==> config.mk <==
export PLATFORM = sky130hd
export DESIGN_NAME = obd2_mode1_pid_responder_core
export DESIGN_NICKNAME = d
export VERILOG_FILES = /design/src/sv/obdpr_pkg.sv /design/src/sv/obd2_mode1_pid_responder_core.sv /design/src/sv/obdpr_decode.sv /design/src/sv/obdpr_scale.sv /design/src/sv/obdpr_pkg_unused_guard.sv
export SDC_FILE = /design/constraint.sdc
export NUM_CORES = 2
export LEC_CHECK = 0
export ABC_CLOCK_PERIOD_IN_PS = 21700
export BUFFER_PORTS_ARGS = -buffer_cell sky130_fd_sc_hd__buf_4
export CAP_MARGIN = 20
export CORE_MARGIN = 1.5
export CORE_UTILIZATION = 62
export CTS_BUF_LIST = sky130_fd_sc_hd__clkbuf_8
export DETAILED_ROUTE_END_ITERATION = 10
export PLACE_DENSITY_LB_ADDON = 0.15
export SLEW_MARGIN = 20
export SYNTH_ARGS = -nofsm -noshare
export SYNTH_HDL_FRONTEND = slang
export SYNTH_SLANG_ARGS = --single-unit
==> constraint.sdc <==
create_clock -name clk -period 21.7 [get_ports clk]
set_clock_uncertainty 0.1 [all_clocks]
set_input_delay 1.085 -clock clk [delete_from_list [all_inputs] [get_ports clk]]
set_output_delay 1.085 -clock clk [all_outputs]
set_load 0.02 [all_outputs]
==> src/sv/obdpr_pkg.sv <==
// obdpr_pkg: request and reply types, register map, format codes and constants
// for the mode 1 PID responder; used by every file of the block
// no dependencies
package obdpr_pkg;

  localparam int ADDR_W = 5;
  localparam int XW = 48;
  localparam int FORMAT_TABLE_ENTRIES_DEF = 65;

  // register map, index = paddr[4:2]
  localparam logic [2:0] REG_REQ_STD = 3'd0;
  localparam logic [2:0] REG_RSP_STD = 3'd1;
  localparam logic [2:0] REG_REQ_EXT = 3'd2;
  localparam logic [2:0] REG_RSP_EXT = 3'd3;
  localparam logic [2:0] REG_START_SEC = 3'd4;
  localparam logic [2:0] REG_SAT_EN = 3'd5;

  localparam logic [28:0] RST_REQ_STD = 29'h000007DF;
  localparam logic [28:0] RST_RSP_STD = 29'h000007E8;
  localparam logic [28:0] RST_REQ_EXT = 29'h18DB33F1;
  localparam logic [28:0] RST_RSP_EXT = 29'h18DAF110;

  localparam logic [7:0] MODE_CURRENT = 8'h01;
  localparam logic [7:0] MODE_REPLY = 8'h41;
  localparam logic [7:0] LEN_BYTE = 8'h06;
  localparam logic [7:0] PAD_BYTE = 8'h55;
  localparam logic [7:0] PAD_STATUS = 8'hFF;

  localparam logic [7:0] PID_SUPPORT_00 = 8'h00;
  localparam logic [7:0] PID_STATUS = 8'h01;
  localparam logic [7:0] PID_RPM = 8'h0C;
  localparam logic [7:0] PID_MAF = 8'h10;
  localparam logic [7:0] PID_RUN_TIME = 8'h1F;
  localparam logic [7:0] PID_SUPPORT_20 = 8'h20;
  localparam logic [7:0] PID_SUPPORT_40 = 8'h40;

  localparam logic [31:0] BITMAP_00 = 32'h183B8002;
  localparam logic [31:0] BITMAP_20 = 32'h08028000;
  localparam logic [31:0] BITMAP_40 = 32'h00000000;

  localparam logic signed [XW-1:0] RPM_SCALE = 48'sd70;
  localparam logic signed [XW-1:0] MAF_SCALE = 48'sd3;
  localparam logic signed [XW-1:0] PCT_SCALE = 48'sd51;
  localparam logic signed [XW-1:0] CENT_SCALE = 48'sd25;
  localparam logic signed [XW-1:0] TRIM_OFFSET = 48'sd16384;
  localparam logic signed [XW-1:0] VOLT_OFFSET = 48'sd25600;
  localparam logic signed [XW-1:0] RPM_FLOOR = 48'sd256;
  localparam logic signed [XW-1:0] QUARTER_MAX = 48'sd4194240;
  localparam logic signed [XW-1:0] CENT_MAX = 48'sd167769;
  localparam logic [9:0] RPM_IDLE = 10'd500;
  localparam logic [7:0] TEMP_OFFSET = 8'd40;

  // 2^20 = d*K + 1 for d in 3, 5, 25
  localparam logic [7:0] K3_LO = 8'((2**20 - 1) / 3);
  localparam logic [7:0] K5_LO = 8'((2**20 - 1) / 5);
  localparam logic [7:0] K25_LO = 8'((2**20 - 1) / 25);
  // reciprocals, ceil(2^26/d)
  localparam int RECIP_SH = 26;
  localparam logic [24:0] M3 = 25'((2**26 + 2) / 3);
  localparam logic [24:0] M5 = 25'((2**26 + 4) / 5);
  localparam logic [24:0] M25 = 25'((2**26 + 24) / 25);

  typedef enum logic [3:0] {
    FMT_NONE = 4'd0,
    FMT_BYTE = 4'd1,
    FMT_PCT = 4'd2,
    FMT_QUARTER = 4'd3,
    FMT_TEMP = 4'd4,
    FMT_WORD = 4'd5,
    FMT_CENT = 4'd6,
    FMT_THIRD = 4'd7,
    FMT_TRIM = 4'd8,
    FMT_VOLT = 4'd9,
    FMT_LONG = 4'd10
  } fmt_t;

  typedef enum logic [1:0] {
    DIV_1,
    DIV_3,
    DIV_5,
    DIV_25
  } div_t;

  typedef struct packed {
    logic [28:0] msg_id;
    logic [7:0] service_mode;
    logic [7:0] pid_code;
    logic signed [39:0] pid_value;
    logic [31:0] now_seconds;
  } req_t;

  typedef struct packed {
    logic [28:0] reply_id;
    logic extended_frame;
    logic [7:0] byte0;
    logic [7:0] byte1;
    logic [7:0] byte2;
    logic [7:0] byte3;
    logic [7:0] byte4;
    logic [7:0] byte5;
    logic [7:0] byte6;
    logic [7:0] byte7;
  } rsp_t;

  typedef struct packed {
    logic [28:0] request_id_std;
    logic [28:0] response_id_std;
    logic [28:0] request_id_ext;
    logic [28:0] response_id_ext;
    logic [31:0] start_seconds;
    logic saturate_enable;
  } cfg_t;

  typedef struct packed {
    logic [28:0] reply_id;
    logic extended_frame;
    logic [7:0] pid_code;
    logic [7:0] pad;
  } hdr_t;

  typedef struct packed {
    hdr_t hdr;
    logic direct;
    logic [31:0] data;
    fmt_t fmt;
  } frame_t;

  typedef struct packed {
    frame_t frame;
    logic rpm;
    logic [3:0] jitter;
    logic signed [XW-1:0] x;
  } dec_t;

  typedef struct packed {
    frame_t frame;
    logic sat;
    logic neg;
    div_t dsel;
    logic [31:0] n32;
    logic [7:0] q8;
  } quot_t;

  function automatic fmt_t fmt_lookup(input logic [7:0] pid);
    fmt_t f;
    unique case (pid)
      8'd0, 8'd1, 8'd3, 8'd18, 8'd28, 8'd32, 8'd64: f = FMT_LONG;
      8'd4, 8'd17, 8'd47: f = FMT_PCT;
      8'd5, 8'd15: f = FMT_TEMP;
      8'd6, 8'd7, 8'd8, 8'd9: f = FMT_VOLT;
      8'd10: f = FMT_THIRD;
      8'd11, 8'd13, 8'd51: f = FMT_BYTE;
      8'd12, 8'd31: f = FMT_QUARTER;
      8'd14: f = FMT_TRIM;
      8'd16: f = FMT_CENT;
      8'd33: f = FMT_WORD;
      default: f = FMT_NONE;
    endcase
    return f;
  endfunction

endpackage

==> src/sv/obd2_mode1_pid_responder_core.sv <==
// obd2_mode1_pid_responder_core: mode 1 PID reply encoder, register port,
// request register and reply register
// depends on obdpr_pkg, obdpr_decode, obdpr_scale, obdpr_fold
//
// channel    direction  handshake                     payload
// request    in         start, taken when busy low    req (req_t)
// reply      out        done, one-cycle strobe        rsp (rsp_t)
// registers  in/out     psel/penable/pwrite, pready   paddr, pwdata, prdata
//
// one request per cycle; busy is never raised
// a reply leaves through the request register, decode, five arithmetic
// stages and the reply register
// requests that do not match produce no reply and leave no gap
// synchronous reset clears the valid pipeline and sets the registers to their reset values; no sweep
// the receiver cannot stall: done is a strobe and is never held off
module obd2_mode1_pid_responder_core import obdpr_pkg::*; #(
  parameter int FORMAT_TABLE_ENTRIES = FORMAT_TABLE_ENTRIES_DEF
) (
  input  logic              clk,
  input  logic              rst,
  input  logic              start,
  output logic              busy,
  input  req_t              req,
  output logic              done,
  output rsp_t              rsp,
  input  logic              psel,
  input  logic              penable,
  input  logic              pwrite,
  input  logic [ADDR_W-1:0] paddr,
  input  logic [31:0]       pwdata,
  output logic [31:0]       prdata,
  output logic              pready
);

  localparam int LATENCY = 8;

  cfg_t cfg;
  logic in_valid;
  req_t in_req;
  logic dec_valid;
  dec_t dec;
  logic quot_valid;
  quot_t quot;
  logic [31:0] data;

  assign busy = 1'b0;
  assign pready = 1'b1;

  always_ff @(posedge clk) begin
    if (rst) begin
      cfg.request_id_std <= RST_REQ_STD;
      cfg.response_id_std <= RST_RSP_STD;
      cfg.request_id_ext <= RST_REQ_EXT;
      cfg.response_id_ext <= RST_RSP_EXT;
      cfg.start_seconds <= '0;
      cfg.saturate_enable <= 1'b0;
    end else if (psel && penable && pwrite && pready) begin
      unique case (paddr[ADDR_W-1:2])
        REG_REQ_STD: cfg.request_id_std <= pwdata[28:0];
        REG_RSP_STD: cfg.response_id_std <= pwdata[28:0];
        REG_REQ_EXT: cfg.request_id_ext <= pwdata[28:0];
        REG_RSP_EXT: cfg.response_id_ext <= pwdata[28:0];
        REG_START_SEC: cfg.start_seconds <= pwdata;
        REG_SAT_EN: cfg.saturate_enable <= pwdata[0];
        default: begin
        end
      endcase
    end
  end

  always_comb begin
    unique case (paddr[ADDR_W-1:2])
      REG_REQ_STD: prdata = {3'd0, cfg.request_id_std};
      REG_RSP_STD: prdata = {3'd0, cfg.response_id_std};
      REG_REQ_EXT: prdata = {3'd0, cfg.request_id_ext};
      REG_RSP_EXT: prdata = {3'd0, cfg.response_id_ext};
      REG_START_SEC: prdata = cfg.start_seconds;
      REG_SAT_EN: prdata = {31'd0, cfg.saturate_enable};
      default: prdata = '0;
    endcase
  end

  always_ff @(posedge clk) begin
    if (rst) begin
      in_valid <= 1'b0;
    end else begin
      in_valid <= start && !busy;
    end
    if (start && !busy) begin
      in_req <= req;
    end
  end

  obdpr_decode #(
    .FORMAT_TABLE_ENTRIES(FORMAT_TABLE_ENTRIES)
  ) u_decode (
    .clk       (clk),
    .rst       (rst),
    .in_valid  (in_valid),
    .in_req    (in_req),
    .cfg       (cfg),
    .dec_valid (dec_valid),
    .dec       (dec)
  );

  obdpr_scale u_scale (
    .clk             (clk),
    .rst             (rst),
    .saturate_enable (cfg.saturate_enable),
    .dec_valid       (dec_valid),
    .dec             (dec),
    .quot_valid      (quot_valid),
    .quot            (quot)
  );

  obdpr_fold u_fold (
    .quot (quot),
    .data (data)
  );

  always_ff @(posedge clk) begin
    if (rst) begin
      done <= 1'b0;
    end else begin
      done <= quot_valid;
    end
    rsp.reply_id <= quot.frame.hdr.reply_id;
    rsp.extended_frame <= quot.frame.hdr.extended_frame;
    rsp.byte0 <= LEN_BYTE;
    rsp.byte1 <= MODE_REPLY;
    rsp.byte2 <= quot.frame.hdr.pid_code;
    rsp.byte3 <= data[31:24];
    rsp.byte4 <= data[23:16];
    rsp.byte5 <= data[15:8];
    rsp.byte6 <= data[7:0];
    rsp.byte7 <= quot.frame.hdr.pad;
  end

  a_reply_has_request: assert property (@(posedge clk) disable iff (rst)
    done |-> $past(start && !busy, LATENCY))
    else $error("reply without a request taken");

  a_reply_mode_one: assert property (@(posedge clk) disable iff (rst)
    done |-> ($past(req.service_mode, LATENCY) == MODE_CURRENT))
    else $error("reply to a request that was not mode 1");

  a_reply_echo_pid: assert property (@(posedge clk) disable iff (rst)
    done |-> (rsp.byte2 == $past(req.pid_code, LATENCY)))
    else $error("reply PID does not match its request");

endmodule

==> src/sv/obdpr_decode.sv <==
// obdpr_decode: identifier and mode match, PID dispatch and first scaling
// depends on obdpr_pkg
module obdpr_decode import obdpr_pkg::*; #(
  parameter int FORMAT_TABLE_ENTRIES = FORMAT_TABLE_ENTRIES_DEF
) (
  input  logic   clk,
  input  logic   rst,
  input  logic   in_valid,
  input  req_t   in_req,
  input  cfg_t   cfg,
  output logic   dec_valid,
  output dec_t   dec
);

  localparam logic [8:0] ENTRIES = 9'(FORMAT_TABLE_ENTRIES);

  logic hit_std;
  logic hit_ext;
  logic known;
  logic keep;
  logic signed [XW-1:0] v48;
  logic [31:0] run_time;
  dec_t dec_next;

  always_comb begin
    hit_std = (in_req.msg_id == cfg.request_id_std);
    hit_ext = (in_req.msg_id == cfg.request_id_ext);
    v48 = XW'(in_req.pid_value);
    run_time = in_req.now_seconds - cfg.start_seconds;

    dec_next.frame.hdr.reply_id = hit_std ? cfg.response_id_std : cfg.response_id_ext;
    dec_next.frame.hdr.extended_frame = !hit_std;
    dec_next.frame.hdr.pid_code = in_req.pid_code;
    dec_next.frame.hdr.pad = PAD_BYTE;
    dec_next.frame.direct = 1'b0;
    dec_next.frame.data = '0;
    dec_next.frame.fmt = fmt_lookup(in_req.pid_code);
    dec_next.rpm = 1'b0;
    dec_next.jitter = in_req.now_seconds[3:0];
    dec_next.x = v48;
    known = 1'b1;

    unique case (in_req.pid_code)
      PID_SUPPORT_00: begin
        dec_next.frame.direct = 1'b1;
        dec_next.frame.data = BITMAP_00;
      end
      PID_STATUS: begin
        dec_next.frame.direct = 1'b1;
        dec_next.frame.hdr.pad = PAD_STATUS;
      end
      PID_SUPPORT_20: begin
        dec_next.frame.direct = 1'b1;
        dec_next.frame.data = BITMAP_20;
      end
      PID_SUPPORT_40: begin
        dec_next.frame.direct = 1'b1;
        dec_next.frame.data = BITMAP_40;
      end
      PID_RPM: begin
        dec_next.frame.fmt = FMT_QUARTER;
        dec_next.rpm = 1'b1;
        dec_next.x = v48 * RPM_SCALE
                   + signed'({36'd0, in_req.now_seconds[3:0], 8'd0});
      end
      PID_MAF: begin
        dec_next.frame.fmt = FMT_CENT;
        dec_next.x = v48 * MAF_SCALE;
      end
      PID_RUN_TIME: begin
        dec_next.frame.direct = 1'b1;
        dec_next.frame.data = {run_time[15:0], 16'd0};
      end
      default: begin
        known = 1'b0;
      end
    endcase

    keep = (hit_std || hit_ext) && (in_req.service_mode == MODE_CURRENT)
         && (known || ({1'b0, in_req.pid_code} < ENTRIES));
  end

  always_ff @(posedge clk) begin
    if (rst) begin
      dec_valid <= 1'b0;
    end else begin
      dec_valid <= in_valid && keep;
    end
    if (in_valid) begin
      dec <= dec_next;
    end
  end

endmodule

==> src/sv/obdpr_scale.sv <==
// obdpr_scale: five-stage pipeline that applies the format formulas,
// truncating divides by powers of two and by 3, 5 and 25
// depends on obdpr_pkg
module obdpr_scale import obdpr_pkg::*; (
  input  logic   clk,
  input  logic   rst,
  input  logic   saturate_enable,
  input  logic   dec_valid,
  input  dec_t   dec,
  output logic   quot_valid,
  output quot_t  quot
);

  // idle clamp
  logic v3;
  frame_t f3;
  logic signed [XW-1:0] x3;
  logic signed [XW-1:0] x3_next;

  // numerator
  logic v4;
  frame_t f4;
  logic sat4;
  logic signed [XW-1:0] n4;
  logic [3:0] sh4;
  div_t d4;
  logic sat4_next;
  logic signed [XW-1:0] n4_next;
  logic [3:0] sh4_next;
  div_t d4_next;

  // magnitude and shift
  logic v5;
  frame_t f5;
  logic sat5;
  logic neg5;
  logic [36:0] n5;
  div_t d5;
  logic [XW-1:0] mag;
  logic [XW-1:0] shifted;

  // chunk sum
  logic v6;
  frame_t f6;
  logic sat6;
  logic neg6;
  logic [20:0] s6;
  logic [7:0] hi6;
  logic [31:0] n32_6;
  div_t d6;
  logic [7:0] k_lo;
  logic [15:0] hi_prod;

  // reciprocal multiply
  logic [24:0] recip;
  logic [45:0] prod;

  always_comb begin
    x3_next = dec.x;
    if (dec.rpm && (dec.x < RPM_FLOOR)) begin
      x3_next = signed'({30'd0, RPM_IDLE + 10'(dec.jitter), 8'd0});
    end
  end

  always_comb begin
    sat4_next = saturate_enable
              && (((f3.fmt == FMT_QUARTER) && (x3 > QUARTER_MAX))
               || ((f3.fmt == FMT_CENT) && (x3 > CENT_MAX)));
    n4_next = x3;
    sh4_next = 4'd8;
    d4_next = DIV_1;
    unique case (f3.fmt)
      FMT_PCT: begin
        n4_next = x3 * PCT_SCALE;
        sh4_next = 4'd10;
        d4_next = DIV_5;
      end
      FMT_QUARTER: sh4_next = 4'd6;
      FMT_CENT: begin
        n4_next = x3 * CENT_SCALE;
        sh4_next = 4'd6;
      end
      FMT_THIRD: d4_next = DIV_3;
      FMT_TRIM: begin
        n4_next = x3 + TRIM_OFFSET;
        sh4_next = 4'd7;
      end
      FMT_VOLT: begin
        n4_next = x3 + VOLT_OFFSET;
        sh4_next = 4'd3;
        d4_next = DIV_25;
      end
      default: begin
        sh4_next = 4'd8;
      end
    endcase
  end

  assign mag = n4[XW-1] ? (XW'(0) - $unsigned(n4)) : $unsigned(n4);
  assign shifted = mag >> sh4;

  always_comb begin
    unique case (d5)
      DIV_3: k_lo = K3_LO;
      DIV_5: k_lo = K5_LO;
      DIV_25: k_lo = K25_LO;
      default: k_lo = 8'd0;
    endcase
    hi_prod = n5[27:20] * k_lo;
  end

  always_comb begin
    unique case (d6)
      DIV_3: recip = M3;
      DIV_5: recip = M5;
      DIV_25: recip = M25;
      default: recip = 25'd0;
    endcase
    prod = 46'(s6) * 46'(recip);
  end

  always_ff @(posedge clk) begin
    if (rst) begin
      v3 <= 1'b0;
      v4 <= 1'b0;
      v5 <= 1'b0;
      v6 <= 1'b0;
      quot_valid <= 1'b0;
    end else begin
      v3 <= dec_valid;
      v4 <= v3;
      v5 <= v4;
      v6 <= v5;
      quot_valid <= v6;
    end

    f3 <= dec.frame;
    x3 <= x3_next;

    f4 <= f3;
    sat4 <= sat4_next;
    n4 <= n4_next;
    sh4 <= sh4_next;
    d4 <= d4_next;

    f5 <= f4;
    sat5 <= sat4;
    neg5 <= n4[XW-1];
    n5 <= shifted[36:0];
    d5 <= d4;

    f6 <= f5;
    sat6 <= sat5;
    neg6 <= neg5;
    s6 <= 21'(n5[36:20]) + 21'(n5[19:0]);
    hi6 <= hi_prod[7:0];
    n32_6 <= n5[31:0];
    d6 <= d5;

    quot.frame <= f6;
    quot.sat <= sat6;
    quot.neg <= neg6;
    quot.dsel <= d6;
    quot.n32 <= n32_6;
    quot.q8 <= hi6 + prod[RECIP_SH+7:RECIP_SH];
  end

endmodule

==> src/sv/obdpr_pkg_unused_guard.sv <==
// obdpr_fold: applies sign, temperature offset and saturation and places
// the data bytes of one reply, or passes the direct data through
// depends on obdpr_pkg
module obdpr_fold import obdpr_pkg::*; (
  input  quot_t        quot,
  output logic [31:0]  data
);

  logic [31:0] mag;
  logic [31:0] sval;

  always_comb begin
    mag = (quot.dsel == DIV_1) ? quot.n32 : {24'd0, quot.q8};
    sval = quot.neg ? (32'd0 - mag) : mag;
    data = '0;
    unique case (quot.frame.fmt)
      FMT_BYTE, FMT_PCT, FMT_THIRD, FMT_TRIM, FMT_VOLT: data[31:24] = sval[7:0];
      FMT_TEMP: data[31:24] = sval[7:0] + TEMP_OFFSET;
      FMT_QUARTER, FMT_WORD, FMT_CENT: data[31:16] = sval[15:0];
      FMT_LONG: data = sval;
      default: data = '0;
    endcase
    if (quot.sat) begin
      data[31:16] = 16'hFFFF;
    end
    if (quot.frame.direct) begin
      data = quot.frame.data;
    end
  end

endmodule
==> summary.md <==
| Metric | Value |
|---|---|
| Vias | `slightly above 50k` |
| Worst-path fanout max | `25` |
| Drt wl/cell | `between 20 and 25 um` |
| Post-Syn Area per Cell | `about 9.4 sq um` |
| WL final | `178,000 um` |
| Nets | `between 8k and 9k` |
| DRC Markers | `0` |
| Max Slew Vio Count | `0` |
| Worst Path Required | `between 20 and 25 ns` |
| Leak Pwr | `around 34 nW` |
| Max-cap violations | `0` |
| RePlAce Congestion | `0.998` |
| Critical R2R Capture | `u_scale.quot[7]$_DFF_P_` |
| Async SR Flop Fraction | `0%` |
| First-pass GRT wire length | `~280,000 um` |
| Skew-Pair Late Insertion Delay | `around 0.83 ns` |
| CP max stage delay | `about 0.60 ns` |
| Hold buffers post-CTS | `0` |
| Initial drt markers | `4,956` |
| Tot Pwr | `between 7 and 8 mW` |
| Final setup vio count | `0` |
| Residual overflow from global routing | `0` |
| Top-count cell post-synth | `inv_1` |
| Post-route cell area | `around 73,000 sq um` |
| Worst R2R Setup Slack | `12.06 ns` |
| Status | `complete, no violations` |
| CP Launch Point | `u_scale.d6[0]$_DFF_P_` |
| WP data arrival | `10.22 ns` |
| Final worst slack | `12.06 ns` |
| Fillers | `approximately 8.7k` |
| Unrepaired setup endpoints after global routing | `false` |
| Critical path's slowest cell | `or2_2` |
| Setup TNS | `0 ns` |
| Die Y-Extent | `~330 um` |
| Final Util | `68.2%` |
| Die Wd | `approximately 330 um` |
| Initial Util | `62.5%` |
| Worst setup EP type | `flop` |
| Worst setup endpoint | `u_scale.quot[7]$_DFF_P_` |
| Final hold violation count | `0` |
| YS warnings | `0` |
| Clk root buf | `clkbuf_8` |
| FF-to-FF Start | `u_scale.d6[0]$_DFF_P_` |
| Post-synth EDFFs | `roughly 220` |
| Initial antenna violation count | `13` |
| CP Class | `reg2reg` |
| Post-synthesis cell type count | `113` |
| First-pass detailed-route iteration total | `6` |
| DR vias/cell | `roughly 5.7` |
| Resized Gates After CTS | `0` |
| IO buf count | `between 200 and 250` |
| Dpl hpwl | `approximately 140,000 um` |
| Worst-path clk slew | `0.06 ns` |
| Layout cells sized above 1 | `just over 9%` |
| Reg2reg path depth | `34` |
| Post-CTS Setup Bufs | `0` |
| Post-synth top area share | `23.7%` |
| Total Routing Usage GR | `32.4%` |
| F_max | `just over 100 MHz` |
| Synthesized cell area | `about 67,000 sq um` |
| # clock sinks | `1,007` |
| Io pins | `~290` |
| CP Launch Type | `flop` |
| Largest net degree at the start of global routing | `110` |
| Synth Flop Type | `dfxtp_1` |
| Maximum vdd drop | `between 0.06 and 0.07 mV` |
| Final period utilization | `~44%` |
| Die ar. | `roughly 110,000 sq um` |
| Commonest cells in the synthesized netlist | `1,187 x inv_1, 791 x dfxtp_1, 682 x nand2_1, 624 x ha_1, 446 x fa_1` |
| H-Tree Level Count | `4` |
| Clock period minus worst slack | `9.64 ns` |
| Most frequent CP cell | `fa_1` |
| Syn Inst Count | `7,132` |
| Clk buf depth | `3` |
| Vias in the first global route | `approximately 50k` |
| Post-Place Cell Area | `approximately 70,000 sq um` |
| Type of the most critical hold path | `reg2reg` |
| DP Worst Slack | `between 10 and 15 ns` |
| Core ar. | `about 110,000 sq um` |
| CTS tree | `built` |
| Cell area power density | `approximately 110 nW/um^2` |
| Synth area leader | `dfxtp_1` |
| Max_slew headroom | `between 20 and 25%` |
| Worst Max-Slew Pin Slew | `1.20 ns` |
| Area growth, synth to finish | `9.13%` |
| Post-DRT Antenna Nets | `0` |
| Rows | `between 100 and 150` |
| Sequential area share after synthesis | `between 30 and 40%` |
| Top cells by area, synth | `dfxtp_1 24%, fa_1 13%, ha_1 12%` |
| #FFs+latches synth | `between 1k and 1.5k` |
| TritonCTS buffer count | `roughly 160` |
per-stage QoR:
stage	hold slack [ns]	instances
final	0.185	8863
after CTS	0.201	8857
after floorplan	0.210	7152
after detailed placement	0.212	8573
after global routing	0.208	8861
after global placement	0.210	8573
cells by family (layout without fill, tap and decap cells):
| kind of cell | Yosys count | after routing | synth area share (%) |
|---|---|---|---|
| other | 2 | 27 | 0.0112 |
| xor gates and xnor gates | 376 | 376 | 4.94 |
| DFF | 1007 | 1007 | 33.4 |
| muxes | 176 | 176 | 2.81 |
| adders and majority gates | 1070 | 1070 | 25.0 |
| buffers and inverters | 1457 | 1760 | 8.39 |
| AOI/OAI and AO/OA | 1343 | 1343 | 12.9 |
| and+or+nand+nor | 1701 | 1701 | 12.6 |
placed cells by master, fill, tap and decap left out, types with 35 or more instances in the layout:
cell      Yosys  final
dfxtp_1     791    786
nor3_1       99     98
nand2_1     682    682
a31oi_1      45     45
nand3b_1     56     56
and2_1      130    130
a21o_1      137    137
ha_1        624    624
nand3_1      87     86
o21ai_0     265    264
xnor2_1     227    227
nand2b_1     51     51
and3_1       37     37
mux2i_1     104    104
a22oi_1      50     50
mux2_2       68     68
nor4_1       40     39
clkbuf_8      0    180
inv_1      1187   1239
o22ai_1      37     37
nor2_1      264    259
xor2_1      147    147
nor2b_1      77     76
buf_4        28    286
o21a_1       43     43
a21oi_1     414    414
o211ai_1     35     35
nand4_1      61     61
fa_1        446    446
edfxtp_1    216    216
sequential cells by signal, summed over array words and instances, names as in the netlist, 2 cells and up:
| signal | cells |
|---|---|
| cfg | 149 |
| in_req | 101 |
| rsp | 71 |
| u_decode.dec | 115 |
| u_scale.d4 | 2 |
| u_scale.d5 | 2 |
| u_scale.d6 | 2 |
| u_scale.f3 | 62 |
| u_scale.f4 | 62 |
| u_scale.f5 | 62 |
| u_scale.f6 | 62 |
| u_scale.hi6 | 8 |
| u_scale.n32_6 | 32 |
| u_scale.n4 | 48 |
| u_scale.n5 | 37 |
| u_scale.quot | 106 |
| u_scale.s6 | 21 |
| u_scale.sh4 | 4 |
| u_scale.x3 | 48 |
how the worst min path moves through the flow:
stage	cells past startpoint	slack (ns)	to	start
finish	0	0.19	u_scale.quot[33]$_DFF_P_	u_scale.n32_6[25]$_DFF_P_
global route	0	0.21	u_scale.quot[44]$_DFF_P_	u_scale.f6[0]$_DFF_P_
CTS	0	0.20	u_scale.quot[44]$_DFF_P_	u_scale.f6[0]$_DFF_P_
detailed placement	0	0.21	u_scale.d5[1]$_DFF_P_	u_scale.d4[1]$_DFF_P_
global placement	0	0.21	u_scale.quot[121]$_DFF_P_	u_scale.f6[77]$_DFF_P_
floorplan	0	0.21	rsp[40]$_DFF_P_	u_scale.quot[89]$_DFF_P_
report_power, final:
group          switching, mW  total, mW  internal, mW
Clock                  0.760       1.59         0.825
Combinational           2.40       4.04          1.64
Sequential             0.221       2.33          2.11
layer usage:
layer  vias up  share of wire, %  GRT usage, %
met2      2177                44          49.4
li1      24100                 -             -
met4        10               3.1          10.8
met5         -             0.068         0.434
met1     24200                44          46.1
met3       314               9.4          6.64
critical path: cells and delay by family (launching register included):
| kind | cells | cell delay [ns] |
|---|---|---|
| AND/OR/NAND/NOR | 3 | 1.16 |
| AO/OA/AOI/OAI | 10 | 2.08 |
| adder cells (fa/ha/maj) | 10 | 4.49 |
| flip-flops | 1 | 0.30 |
| XOR/XNOR | 3 | 0.40 |
| buffers and inverters | 8 | 0.97 |
layout make-up:
class / count / area [sq um] / area share (%)
Sequential cell: 1007 / 22300 / 30.6
Clock buffer: 180 / 2480 / 3.39
Inverter: 1189 / 4460 / 6.11
Tap cell: 1403 / 1760 / 2.40
Clock inverter: 104 / 717 / 0.982
Multi-Input combinational cell: 4688 / 39100 / 53.5
Timing Repair Buffer: 287 / 2160 / 2.96
Antenna cell: 5 / 12.5 / 0.0171
(Power assumes the default switching activity.)
